**src/hdl/obd_pkg.sv**
```systemverilog
`default_nettype none

package obd_pkg;

    localparam int unsigned LFSR_W = 13;
    localparam logic [LFSR_W-1:0] LFSR_SEED = 13'h0201;

    // rs block of 96 bytes: 94 data then 2 parity
    localparam int unsigned RS_W = 7;
    localparam logic [RS_W-1:0] RS_LAST_DATA = 7'd93;
    localparam logic [RS_W-1:0] RS_FIRST_PARITY = 7'd94;
    localparam logic [RS_W-1:0] RS_LAST = 7'd95;

    typedef struct packed {
        logic [7:0] in_byte;
        logic       frame_start;
    } obd_in_t;

    typedef struct packed {
        logic [7:0] out_byte;
        logic       is_parity;
        logic       last_of_packet;
    } obd_out_t;

    // per-byte position flags handed from the frame tracker to the core
    typedef struct packed {
        logic is_parity;
        logic last_of_packet;
    } obd_pos_info_t;

    // one lfsr step: taps at stages 1, 10, 11 and 13
    function automatic logic lfsr_feedback(input logic [LFSR_W-1:0] s);
        return s[0] ^ s[9] ^ s[10] ^ s[12];
    endfunction

endpackage

`default_nettype wire

```
**src/hdl/obd_frame_tracker.sv**
```systemverilog
`default_nettype none

module obd_frame_tracker
    import obd_pkg::*;
#(
    parameter int unsigned FRAME_BYTES = 384
)
(
    input  wire logic          clk,
    input  wire logic          rst_n,
    input  wire logic          advance,
    input  wire logic          frame_start,
    output logic [7:0]         pn_byte,
    output obd_pos_info_t      pos_info
);

    localparam int unsigned POS_W = $clog2(FRAME_BYTES);
    localparam logic [POS_W-1:0] POS_END = POS_W'(FRAME_BYTES - 1);

    logic [LFSR_W-1:0] lfsr_reg, lfsr_next;
    logic [POS_W-1:0]  pos_reg, pos_next;
    logic [RS_W-1:0]   rs_reg, rs_next;
    logic              half_reg, half_next;

    logic [LFSR_W-1:0] lfsr_cur;
    logic [LFSR_W-1:0] lfsr_step;
    logic [POS_W-1:0]  pos_cur;
    logic [RS_W-1:0]   rs_cur;
    logic              half_cur;
    logic              fb;

    // a start flag restarts the frame on this very byte
    always_comb
    begin
        lfsr_cur = frame_start ? LFSR_SEED : lfsr_reg;
        pos_cur  = frame_start ? '0 : pos_reg;
        rs_cur   = frame_start ? '0 : rs_reg;
        half_cur = frame_start ? 1'b0 : half_reg;
    end

    // eight steps per byte, first bit into the msb
    always_comb
    begin
        lfsr_step = lfsr_cur;
        pn_byte   = '0;
        for (int k = 0; k < 8; k++)
        begin
            fb        = lfsr_feedback(lfsr_step);
            lfsr_step = {fb, lfsr_step[LFSR_W-1:1]};
            pn_byte   = {pn_byte[6:0], fb};
        end
    end

    always_comb
    begin
        pos_info.is_parity      = (rs_cur >= RS_FIRST_PARITY);
        pos_info.last_of_packet = half_cur && (rs_cur == RS_LAST_DATA);
    end

    always_comb
    begin
        lfsr_next = lfsr_reg;
        pos_next  = pos_reg;
        rs_next   = rs_reg;
        half_next = half_reg;
        if (advance)
        begin
            if (pos_cur == POS_END)
            begin
                lfsr_next = LFSR_SEED;
                pos_next  = '0;
                rs_next   = '0;
                half_next = 1'b0;
            end
            else
            begin
                lfsr_next = lfsr_step;
                pos_next  = pos_cur + POS_W'(1);
                if (rs_cur == RS_LAST)
                begin
                    rs_next   = '0;
                    half_next = ~half_cur;
                end
                else
                begin
                    rs_next   = rs_cur + RS_W'(1);
                    half_next = half_cur;
                end
            end
        end
    end

    always_ff @(posedge clk or negedge rst_n)
    begin
        if (!rst_n)
        begin
            lfsr_reg <= LFSR_SEED;
            pos_reg  <= '0;
            rs_reg   <= '0;
            half_reg <= 1'b0;
        end
        else
        begin
            lfsr_reg <= lfsr_next;
            pos_reg  <= pos_next;
            rs_reg   <= rs_next;
            half_reg <= half_next;
        end
    end

endmodule

`default_nettype wire

```
**src/hdl/oob_byte_derandomizer_core.sv**
```systemverilog
`default_nettype none

// channel   | handshake                          | payload
// ----------+------------------------------------+-------------------------------
// item      | item_valid / item_stall            | item   (in_byte, frame_start)
// result    | result_valid / result_stall        | result (out_byte, is_parity,
//           |                                    |         last_of_packet)
// config    | drop_parity_we                     | drop_parity_wdata
//
// one byte per cycle while item_stall is low: a transaction is descrambled in the cycle it is taken
// and its result, unless dropped, appears from the output register on the next cycle
// rate set by the 8-step unrolled lfsr and the single output register
// reset: lfsr holds the seed, frame position zero, parity drop mode on
// item_stall rises only while the output register holds a stalled result
module oob_byte_derandomizer_core
    import obd_pkg::*;
#(
    parameter int unsigned FRAME_BYTES = 384
)
(
    input  wire logic     clk,
    input  wire logic     rst_n,
    // input byte stream
    input  wire logic     item_valid,
    output logic          item_stall,
    input  wire obd_in_t  item,
    // result stream
    output logic          result_valid,
    input  wire logic     result_stall,
    output obd_out_t      result,
    // configuration
    input  wire logic     drop_parity_we,
    input  wire logic     drop_parity_wdata
);

    logic          drop_parity_reg;
    logic          result_valid_reg, result_valid_next;
    obd_out_t      result_reg, result_next;

    logic          accept;
    logic [7:0]    pn_byte;
    obd_pos_info_t pos_info;
    logic          drop_this;

    // output register is the only place to hold back
    assign item_stall = result_valid_reg && result_stall;
    assign accept     = item_valid && !item_stall;

    // lfsr and frame position, advanced once per accepted transaction
    obd_frame_tracker #(
        .FRAME_BYTES (FRAME_BYTES)
    ) u_tracker (
        .clk         (clk),
        .rst_n       (rst_n),
        .advance     (accept),
        .frame_start (item.frame_start),
        .pn_byte     (pn_byte),
        .pos_info    (pos_info)
    );

    // parity bytes pass unscrambled, or vanish in drop mode
    assign drop_this = pos_info.is_parity && drop_parity_reg;

    always_comb
    begin
        result_valid_next = result_valid_reg;
        result_next       = result_reg;
        if (!item_stall)
        begin
            result_valid_next          = accept && !drop_this;
            result_next.out_byte       = pos_info.is_parity ? item.in_byte
                                                            : (item.in_byte ^ pn_byte);
            result_next.is_parity      = pos_info.is_parity;
            result_next.last_of_packet = pos_info.last_of_packet;
        end
    end

    always_ff @(posedge clk or negedge rst_n)
    begin
        if (!rst_n)
        begin
            drop_parity_reg  <= 1'b1;
            result_valid_reg <= 1'b0;
        end
        else
        begin
            if (drop_parity_we)
            begin
                drop_parity_reg <= drop_parity_wdata;
            end
            result_valid_reg <= result_valid_next;
        end
    end

    // payload needs no reset
    always_ff @(posedge clk)
    begin
        result_reg <= result_next;
    end

    assign result_valid = result_valid_reg;
    assign result       = result_reg;

endmodule

`default_nettype wire
```
**config.mk**
```make
export PLATFORM = sky130hd
export DESIGN_NAME = oob_byte_derandomizer_core
export DESIGN_NICKNAME = d
export VERILOG_FILES = /design/src/hdl/obd_pkg.sv /design/src/hdl/obd_frame_tracker.sv /design/src/hdl/oob_byte_derandomizer_core.sv
export SDC_FILE = /design/constraint.sdc
export NUM_CORES = 1
export LEC_CHECK = 0
export BUFFER_PORTS_ARGS = -buffer_cell sky130_fd_sc_hd__buf_2
export CORE_ASPECT_RATIO = 0.8
export CORE_MARGIN = 4
export CORE_UTILIZATION = 40
export DETAILED_ROUTE_END_ITERATION = 12
export SLEW_MARGIN = 15
export SYNTH_ARGS = -nofsm -noshare
export SYNTH_HDL_FRONTEND = slang
export SYNTH_SLANG_ARGS = --single-unit
export TNS_END_PERCENT = 20
```
**constraint.sdc**
```tcl
create_clock -name clk -period 2.8 [get_ports clk]
set_input_delay 0.84 -clock clk [delete_from_list [all_inputs] [get_ports clk]]
set_output_delay 0.84 -clock clk [all_outputs]
set_load 0.02 [all_outputs]
```
Word level (Yosys, flattened, before mapping)
Cells that the tools add are included.
Widths: inputs -> output; s select.
Word-level totals
  register bits after elaboration: 42
  output and inout bits: 12
  logic and storage cells: 59
  input bits: 15
Cells by class
  eq/ne operators: 3
  magnitude comparators: 1
  reductions and logical operators: 7
  muxes and demuxes: 11
  add/sub/neg operators: 2
  bitwise logic cells: 26
Operators by type and width (number)
  $mux 13: 2
  $xor 1x1->1: 24
  $mux 7: 3
  $mux 9: 2
  $eq 7x7->1 const B: 2
  $add 9x1->9 const B: 1
  $eq 9x9->1 const B: 1
  $mux 8: 1
  $xor 8x8->8: 1
  $add 7x1->7 const B: 1
  $ge 7x7->1 const B: 1
  $logic_and 1x1->1: 5
  $mux 1: 3
  $logic_not 1->1: 2
  $not 1->1: 1

Longest topological paths before layout
Gate-level depths: netlist (run 1).
  word-level depth: 13
  gate-level depth with buffers: 9
  gate-level depth less buffers: 8

By module
From an unflattened synthesis (run 1), not the netlist that was laid out.
Unflattened totals
  cell total of the unflattened synthesis: 224
  area total of the unflattened synthesis: 2358.5 µm²
Modules (own cells, without submodules)
  obd_frame_tracker: area an instance 1850.5 µm², cells each 190, instances 1, sequential area each 753.2 µm²
  oob_byte_derandomizer_core: area an instance 508.0 µm², cells each 34, instances 1, sequential area each 351.6 µm²

Least setup slack after synthesis (run 1)
OpenSTA, ideal clock, no wires.
  path kind: input -> register
  start point: input item[0] in the netlist's numbering
  end point: register u_tracker.rs_reg[3]
  setup slack: -0.067 ns
  cell stages on the path: 9
  data required time: 2.674 ns
  path buffers: 2
  setup time: 0.126 ns
  arrival: 2.741 ns
  cell sequence: clkbuf_1 > clkbuf_1 > nor2b_1 > ha_1 > nand4b_1 > o31ai_1 > or2_2 > or3_1 > o21ai_0
Between the ends
  word-level cells in the longest chain between the ends: 4
  elaborated cells between the ends (all ways): 7
  classes of those cells: 1 x add/sub; 2 x eq/ne; 4 x mux
RTL lines
  from (decl): line oob_byte_derandomizer_core.sv:26  | input wire obd_in_t item,
  $mux 7: line obd_frame_tracker.sv:37  | rs_cur = frame_start ? '0 : rs_reg;
  $add 7x1->7 / $eq 7x7->1 (equally long branches): line obd_frame_tracker.sv:86, obd_frame_tracker.sv:79
  $mux 7: line obd_frame_tracker.sv:79  | if (rs_cur == RS_LAST)
  $mux 7 (*): line obd_frame_tracker.sv:68  | if (pos_cur == POS_END)
  to (signal assigned): line obd_frame_tracker.sv:106  | rs_reg <= rs_next;
  to (decl): line obd_frame_tracker.sv:22  | logic [RS_W-1:0] rs_reg, rs_next;
Every way passes the cells marked *; elsewhere a longest branch is shown, timed or not.
A chain may end at the register's enable or synchronous reset.

Final worst setup path (run 1)
  start point: input item[0] in the netlist's numbering
  end point: register u_tracker.rs_reg[6]
The elaborated chain is that of the path after synthesis.

==> flow_summary.toml, run 1 <==
[route]
wire_per_inst_um = 14.6
firstDrtPassIters = 4
wirelength_um = 4960
vias = 1741
drc = 0
viasPerCell = 5.11
ant_nets = 0
drt_iter0_drc = 50

[cells_and_area]
drive_gt1_share_pct = 20.5
diodes = 0
area_growth_pct = 15.9
fin_nets = 281
largest_reg_flops = 13

[synthesis]
syn_inst = 228
synth_top_area_cell = "dfrtp_1"
synth_flop_cell = "dfrtp_1"
synth_edf_count = 10
synth_compound_area_share_pct = 15.2
synth.area.mux_share_pct = 0.435
yosysMostFrequentCell = "nand2_1"
ys_types = 39
synth_top_family_by_area = "simple AND/OR/NAND/NOR gates"
synth_top_area_share_pct = 31.5
seq_area_frac_synth_pct = 48.0
synthesis.area_sq_um = 2300
synth_common_cells = "nand2_1, dfrtp_1, o21ai_0"
synth.area.top_cells = "dfrtp_1, edfxtp_1, nand2_1, o21ai_0, xnor2_1"
synth_fa_ha_area_share_pct = 2.17
yosys.area_share.simple_pct = 16.8
synth_nets = 247
ys_ff_latch = 42
synth-xor-area-share_pct = 14.6
ys.warnings.count = 0
synth_area_per_cell_sq_um = 10.1
synthArstFlopShare_pct = 76.2

[clocking]
clockBufferDepth = 2
post_cts_resized = 0
holdBufCountCts = 0
clock_sinks = 42
post-cts-setup-buffers = 0
cts_tree = "yes"
root_buffer = "clkbuf_8"
clk_pin_slew_ns = 0.08
h-tree-depth = 2
clk_latency_ns = 0.30
cts-buffers-inserted = 5

[critical_path]
critPathKind = "primary input to flop"
regToRegSetupSlack_ns = 0.56
crit_fanout = 13
reg2reg_from = "u_tracker.lfsr_reg[10]"
worst_setup_path_end_kind = "flop"
worstPathArrival_ns = 2.51
crit_required_ns = 2.99
startpoint_type = "primary input"
reg2regPathDepth = 5
regToRegEndpoint = "result[2]"

[grt]
grt_max_degree = 36
grt_pass1_vias = 1610
gr-usage-all-layers_pct = 15.2
antenna_found_initial = 0
grt_pass1_wl_um = 8220
grt_overflow_total = 0

[timing]
worstMarginPinSlew_ns = 0.732
rsz0062_at_grt = "no"
setup_violations = 0
max_freq_mhz = 430
period_minus_slack_ns = 2.33
worst_clock_skew_ns = 0.00783
tns_ns = 0
whs_ns = 0.497
post-route-period-util_pct = 83.1
slew_headroom_pct = 51.2
slew_violations = 0
hold_viol = 0
finalWorstSetupSlack_ns = 0.473

[floorplanning]
ios = 27
die_h_um = 75.9
core_sq_um = 5530
rows = 24
dieWidth_um = 92.8
initial_core_util_pct = 41.7
die_area_sq_um = 7040

[hold_path]
hold_class = "flop to flop"
holdPathStages = 2
hold_path_end = "u_tracker.lfsr_reg[0]"
hp-start = "u_tracker.lfsr_reg[0]"

[pwr]
irDropWorstVdd_uv = 483
switching_share_pct = 35.3
power_frac_clock_pct = 16.6
p_int_uw = 1630
pwr-share-seq_pct = 37.4
power_frac_comb_pct = 46.0
p_per_area_nw_per_um2 = 942
net-switching-power_uw = 886
leakagePower_uw = 0.00121

[placed_design]
gp_congestion = 0.796
portBuffers = 26
dp_hpwl_um = 3690
place_ws_ns = 0.158

[run_status]
outcome = "finished clean"

[run]
maxCapViolations = 0
## power groups by stage
stage,sequential [uW],combinational (uW),clock (uW)
floorplan,989,871,0
global placement,947,1150,0
detailed placement,950,1170,0
CTS,940,1170,433
global route,958,1280,463
finish,940,1160,417
## cell usage in the layout, fill, tap and decap left out, drive strengths merged, types with 2 or more instances in the layout
cell / netlist / layout
a21o: 2 / 2
a21oi: 7 / 7
a22o: 4 / 4
a31oi: 3 / 3
and2: 2 / 2
and3: 2 / 2
buf: 0 / 35
clkbuf: 8 / 6
dfrtp: 29 / 29
dfstp: 3 / 3
edfxtp: 10 / 10
ha: 4 / 4
inv: 9 / 9
nand2: 38 / 38
nand2b: 2 / 2
nand3: 6 / 6
nand4b: 4 / 4
nor2: 16 / 16
nor2b: 4 / 4
nor3: 3 / 3
o21ai: 28 / 28
o31ai: 8 / 8
or3: 2 / 2
xnor2: 11 / 11
xnor3: 7 / 7
xor2: 6 / 6
## cells by family (layout without fill, tap and decap cells)
family / after synthesis / in the layout
xor gates and xnor gates: 25 / 25
DFF: 42 / 42
adders and majority gates: 4 / 4
and+or+nand+nor: 82 / 82
muxes: 1 / 1
AOI/OAI and AO/OA: 57 / 57
buffers and inverters: 17 / 52
## per-stage QoR
stage	total power (uW)	area, sq um	util, %	instances
after floorplan	1860	2310	-	228
after global placement	2100	2570	46.6	333
after detailed placement	2120	2570	46.6	333
after CTS	2540	2670	48.3	341
after global routing	2700	2670	48.3	341
final	2510	2670	48.3	341
## routing by layer
metal	routed length (um)	global-route usage (%)	share of wire [%]	up-vias
met5	0	0	0	-
met4	48	4.39	0.97	0
met3	267	3.46	5.4	5
met2	2000	20.8	40	45
met1	2650	23.8	53	830
li1	-	-	-	861
## area by class of cell
type,instances,area (sq um)
Fill cell,546,2860
Multi-Input combinational cell,169,1140
Sequential cell,42,1100
Timing Repair Buffer,35,198
Tap cell,78,97.6
Clock buffer,6,82.6
Inverter,9,33.8
Clock inverter,2,12.5
## how the worst max path moves through the flow
stage	slack [ns]	start	end	depth (start not counted)
after floorplan	0.06	item[0]	u_tracker.rs_reg[3]	9
after global placement	0.24	item[0]	u_tracker.rs_reg[6]	9
after detailed placement	0.16	item[0]	u_tracker.rs_reg[6]	9
after CTS	0.49	item[0]	u_tracker.rs_reg[6]	9
after global routing	0.32	item[0]	u_tracker.rs_reg[6]	9
final	0.47	item[0]	u_tracker.rs_reg[6]	9
## worst max-delay path, cell delays in order
cell      delay (ns)
buf_2           0.17
nor2b_1         0.22
ha_1            0.24
nand4b_1        0.20
o31ai_2         0.37
buf_4           0.20
a21oi_1         0.04
o21ai_0         0.13
o21ai_0         0.10
Power figures use the tool's default switching activity.
==> run 2: changes to the inputs <==
==> constraint.sdc (replaced) <==
create_clock -name clk -period 2.22 [get_ports clk]
set_input_delay 0.666 -clock clk [delete_from_list [all_inputs] [get_ports clk]]
set_output_delay 0.666 -clock clk [all_outputs]
set_load 0.02 [all_outputs]
==> run 2 against run 1 <==
  * First-iteration DRC count grew 120%
  * Combinational power grew 35%
  * Setup slack lost 0.36 ns
  * Cell count grew 6.2%
  * Non-clock buffer count grew 21
  * Critical path type is now flop to flop
  * Critical endpoint is now result[2]
==> flow_summary.toml, run 2 (synthesis results as in run 1) <==
[cells_and_area]
final_area_sq_um = 2850
layout_commonest_cell = "nand2_1"
final_cell_mix = "nand2_1, buf_4, dfrtp_1"
drive_gt1_share_pct = 27.1
fin_cells = 362
area_growth_pct = 23.6
fin_nets = 302
diodes = 0
largest_reg_flops = 13

[timing]
slew_violations = 0
post-route-period-util_pct = 95.0
period_minus_slack_ns = 2.11
tns_ns = 0
slew_headroom_pct = 49.5
max_freq_mhz = 474
rsz0062_at_grt = "no"
hold_viol = 0
setup_violations = 0
worstMarginPinSlew_ns = 0.758
worst_clock_skew_ns = 0.00504

[critical_path]
worstPathArrival_ns = 2.16
startpoint_type = "flop"
crit_fanout = 2
worst_setup_path_end_kind = "flop"
crit_required_ns = 2.27
critPathKind = "flop to flop"

[grt]
antenna_found_initial = 0
grt_overflow_total = 0
busiest_layer = "met2"
grtUsageMet3_pct = 3.85
grt_util_met1_pct = 22.9
grt_max_degree = 33
grt_pass1_vias = 1776
gr-usage-all-layers_pct = 15.9
grt_pass1_wl_um = 8750
use_met2_pct = 24.7

[placed_design]
placed_cells = 354
dp_hpwl_um = 3890
placed_area_sq_um = 2760
portBuffers = 26
gp_congestion = 0.865

[run]
maxCapViolations = 0

[floorplanning]
core_sq_um = 5530
dieWidth_um = 92.8
rows = 24
initial_core_util_pct = 41.7
ios = 27
die_area_sq_um = 7040
die_h_um = 75.9

[route]
ant_nets = 0
vias = 1843
drt_iter0_drc = 109
drc = 0
viasPerCell = 5.09
firstDrtPassIters = 4
wire_per_inst_um = 14.2
wirelength_um = 5130

[run_status]
outcome = "finished clean"

[clocking]
holdBufCountCts = 0
clk_latency_ns = 0.29
clock_sinks = 42
cts-buffers-inserted = 5
clockBufferDepth = 2
root_buffer = "clkbuf_8"
cts_tree = "yes"
clk_pin_slew_ns = 0.08
h-tree-depth = 2

[hold_path]
hold_class = "primary input to asynchronous set/reset pin"

[pwr]
leakagePower_uw = 0.00132
irDropWorstVdd_uv = 378
p_per_area_nw_per_um2 = 1130
==> run 2: changes by cell type in the layout (fill, tap and decap cells not counted), sizes merged <==
cell | previous run | this run
buf | 35 | 56
clkbuf | 6 | 8
clkinv | 1 | 0
clkinvlp | 1 | 0
==> run 2: per-layer routing <==
metal  up-vias  part of all wire [%]
met5         -                     0
met4         0                  0.25
met3         2                   4.6
met2        47                    44
met1       883                    51
li1        911                     -
==> run 2: final cells by class <==
cell class | count | area (sq um)
fill | 528 | 2680
multi-input combinational | 169 | 1170
sequential | 42 | 1100
timing repair buffer | 56 | 355
tap | 78 | 97.6
clock buffer | 8 | 80.1
inverter | 9 | 33.8
==> run 2: power breakdown <==
part	switching (uW)	total, uW	internal (uW)
clock	249	473	224
sequential	134	1170	1030
combinational	723	1570	842
==> run 2: worst paths after layout <==
kind | startpoint | end | slack, ns | depth (start not counted)
max reg2reg | u_tracker.lfsr_reg[0] | result[2] | 0.11 | 5
max in group asynchronous | rst_n | u_tracker.lfsr_reg[4] | 1.30 | 1
min reg2reg | u_tracker.lfsr_reg[0] | u_tracker.lfsr_reg[0] | 0.50 | 2
max | u_tracker.lfsr_reg[0] | result[2] | 0.11 | 5
min | rst_n | u_tracker.lfsr_reg[3] | 0.45 | 1
min in group clk | u_tracker.lfsr_reg[0] | u_tracker.lfsr_reg[0] | 0.50 | 2
==> run 2: critical path, stage by stage (launching register included) <==
cell and delay, ns:
dfstp_2 0.54, xnor3_2 0.35, xnor3_2 0.42, xnor3_1 0.39, nor2_2 0.11, xor2_1 0.07
==> run 2: repair_timing <==
action,CTS,global route
endpoints found under the hold margin,0,0
buffers inserted,0,0
gates resized for setup,0,1
endpoints found under the setup margin,0,1
==> run 2: metrics by stage <==
step	hold WS [ns]	utilization, %	power, uW	worst slack [ns]
final	0.447	51.5	3210	0.111
after global routing	0.499	51.5	3430	0.0407
after CTS	0.464	51.4	3230	0.0985
after detailed placement	0.487	50.0	2740	-0.125
after global placement	0.484	50.0	2720	-0.0614
after floorplan	0.370	-	2350	-0.155
==> run 3: changes to the inputs <==
--- a/config.mk
+++ b/config.mk
@@ -10,6 +10,7 @@
 export CORE_MARGIN = 4
 export CORE_UTILIZATION = 40
 export DETAILED_ROUTE_END_ITERATION = 12
+export REMOVE_ABC_BUFFERS = 1
 export SLEW_MARGIN = 15
 export SYNTH_ARGS = -nofsm -noshare
 export SYNTH_HDL_FRONTEND = slang
==> run 3 against run 2 <==
  * Clock power increased by 12%
  * Critical path type unchanged
  * Register-to-register slack about the same
  * Largest power group unchanged
  * Setup slack barely moved
  * Clock skew is 0.0033 ns higher
==> flow_summary.toml, run 3 (synthesis results as in run 1) <==
[critical_path]
crit_fanout = 3
regToRegSetupSlack_ns = 0.11
reg2regPathDepth = 6
startpoint_type = "flop"
regToRegEndpoint = "result[8]"
crit_required_ns = 2.28
worst_setup_path_end_kind = "flop"
reg2reg_from = "u_tracker.lfsr_reg[0]"
worstPathArrival_ns = 2.17
critPathKind = "flop to flop"

[clocking]
clk_latency_ns = 0.31
clock_sinks = 42
holdBufCountCts = 0
cts-buffers-inserted = 5
cts_tree = "yes"
post_cts_resized = 0
root_buffer = "clkbuf_8"
clk_pin_slew_ns = 0.08
h-tree-depth = 2
post-cts-setup-buffers = 0
clockBufferDepth = 2

[timing]
slew_violations = 0
setup_violations = 0
post-route-period-util_pct = 95.0
worst_clock_skew_ns = 0.00831
rsz0062_at_grt = "no"
slew_headroom_pct = 50.1
period_minus_slack_ns = 2.11
tns_ns = 0
finalWorstSetupSlack_ns = 0.111
worstMarginPinSlew_ns = 0.749
hold_viol = 0
max_freq_mhz = 474

[route]
drt_iter0_drc = 106
firstDrtPassIters = 4
wirelength_um = 5210
wire_per_inst_um = 14.6
drc = 0
ant_nets = 0
vias = 1826
viasPerCell = 5.11

[grt]
grt_pass1_vias = 1735
gr-usage-all-layers_pct = 16.2
grt_pass1_wl_um = 8650
antenna_found_initial = 0
grt_max_degree = 36
grt_overflow_total = 0

[placed_design]
place_ws_ns = -0.0340
placed_area_sq_um = 2690
placed_cells = 349
portBuffers = 26
gp_congestion = 0.842
dp_hpwl_um = 3850

[pwr]
irDropWorstVdd_uv = 427
pwr-share-seq_pct = 35.6
p_per_area_nw_per_um2 = 1170
power_frac_clock_pct = 16.3
leakagePower_uw = 0.00128
power_frac_comb_pct = 48.1
p_int_uw = 2110
net-switching-power_uw = 1150
switching_share_pct = 35.3

[cells_and_area]
diodes = 0
drive_gt1_share_pct = 24.7
largest_reg_flops = 13
area_growth_pct = 20.9
utilization_pct = 50.4
fin_nets = 297
final_cell_mix = "nand2_1, dfrtp_1, o21ai_0, buf_2, buf_4"
final_area_sq_um = 2780
layout_commonest_cell = "nand2_1"
fin_cells = 357

[floorplanning]
core_sq_um = 5530
initial_core_util_pct = 41.7
rows = 24
die_h_um = 75.9
die_area_sq_um = 7040
dieWidth_um = 92.8
ios = 27

[hold_path]
hold_class = "primary input to asynchronous set/reset pin"

[run_status]
outcome = "finished clean"

[run]
maxCapViolations = 0
==> run 3: power groups by stage <==
stage	registers [uW]	clock network (uW)	logic (uW)
3_3_place_gp	1170	0	1560
4_1_cts	1160	552	1590
3_5_place_dp	1180	0	1580
5_1_grt	1190	589	1710
6_report	1160	531	1570
2_1_floorplan	1270	0	1070
==> run 3: layout make-up <==
type	instances	area, sq um
well taps	78	97.6
flip-flops and latches	42	1100
clock inverters	2	12.5
clock buffers	6	82.6
repair buffers	51	318
inverters	9	33.8
fillers	545	2740
multi-input cells	169	1130
==> run 3: per-layer routing <==
layer / share of wire [%] / global-route usage, % / wire (um) / up-vias
met5: 0 / 0 / 0 / -
met4: 0.52 / 4.88 / 27 / 0
met3: 4.4 / 5.03 / 227 / 2
met2: 43 / 23.9 / 2230 / 39
met1: 52 / 23.1 / 2730 / 884
li1: - / - / - / 901
==> run 3: how the worst max path moves through the flow <==
stage	cells past startpoint	to	startpoint	slack, ns
2_1_floorplan	5	u_tracker.rs_reg[3]	result_stall	-0.25
3_3_place_gp	8	u_tracker.half_reg	item[0]	0.005
3_5_place_dp	8	u_tracker.half_reg	item[0]	-0.03
4_1_cts	5	result[2]	u_tracker.lfsr_reg[0]	0.05
5_1_grt	6	result[8]	u_tracker.lfsr_reg[0]	0.03
6_report	6	result[8]	u_tracker.lfsr_reg[0]	0.11
==> run 3: stage by stage <==
step           power [uW]  hold slack [ns]
4_1_cts              3300            0.437
3_3_place_gp         2730            0.484
6_report             3270            0.420
3_5_place_dp         2760            0.487
5_1_grt              3500            0.454
2_1_floorplan        2330            0.370
==> run 3: critical path, cell delays in order, from the launching register on <==
cell and delay (ns):
dfstp_2 0.55, xnor3_2 0.36, buf_4 0.16, xor2_1 0.15
or3_1 0.37, a21oi_1 0.19, xor2_1 0.08
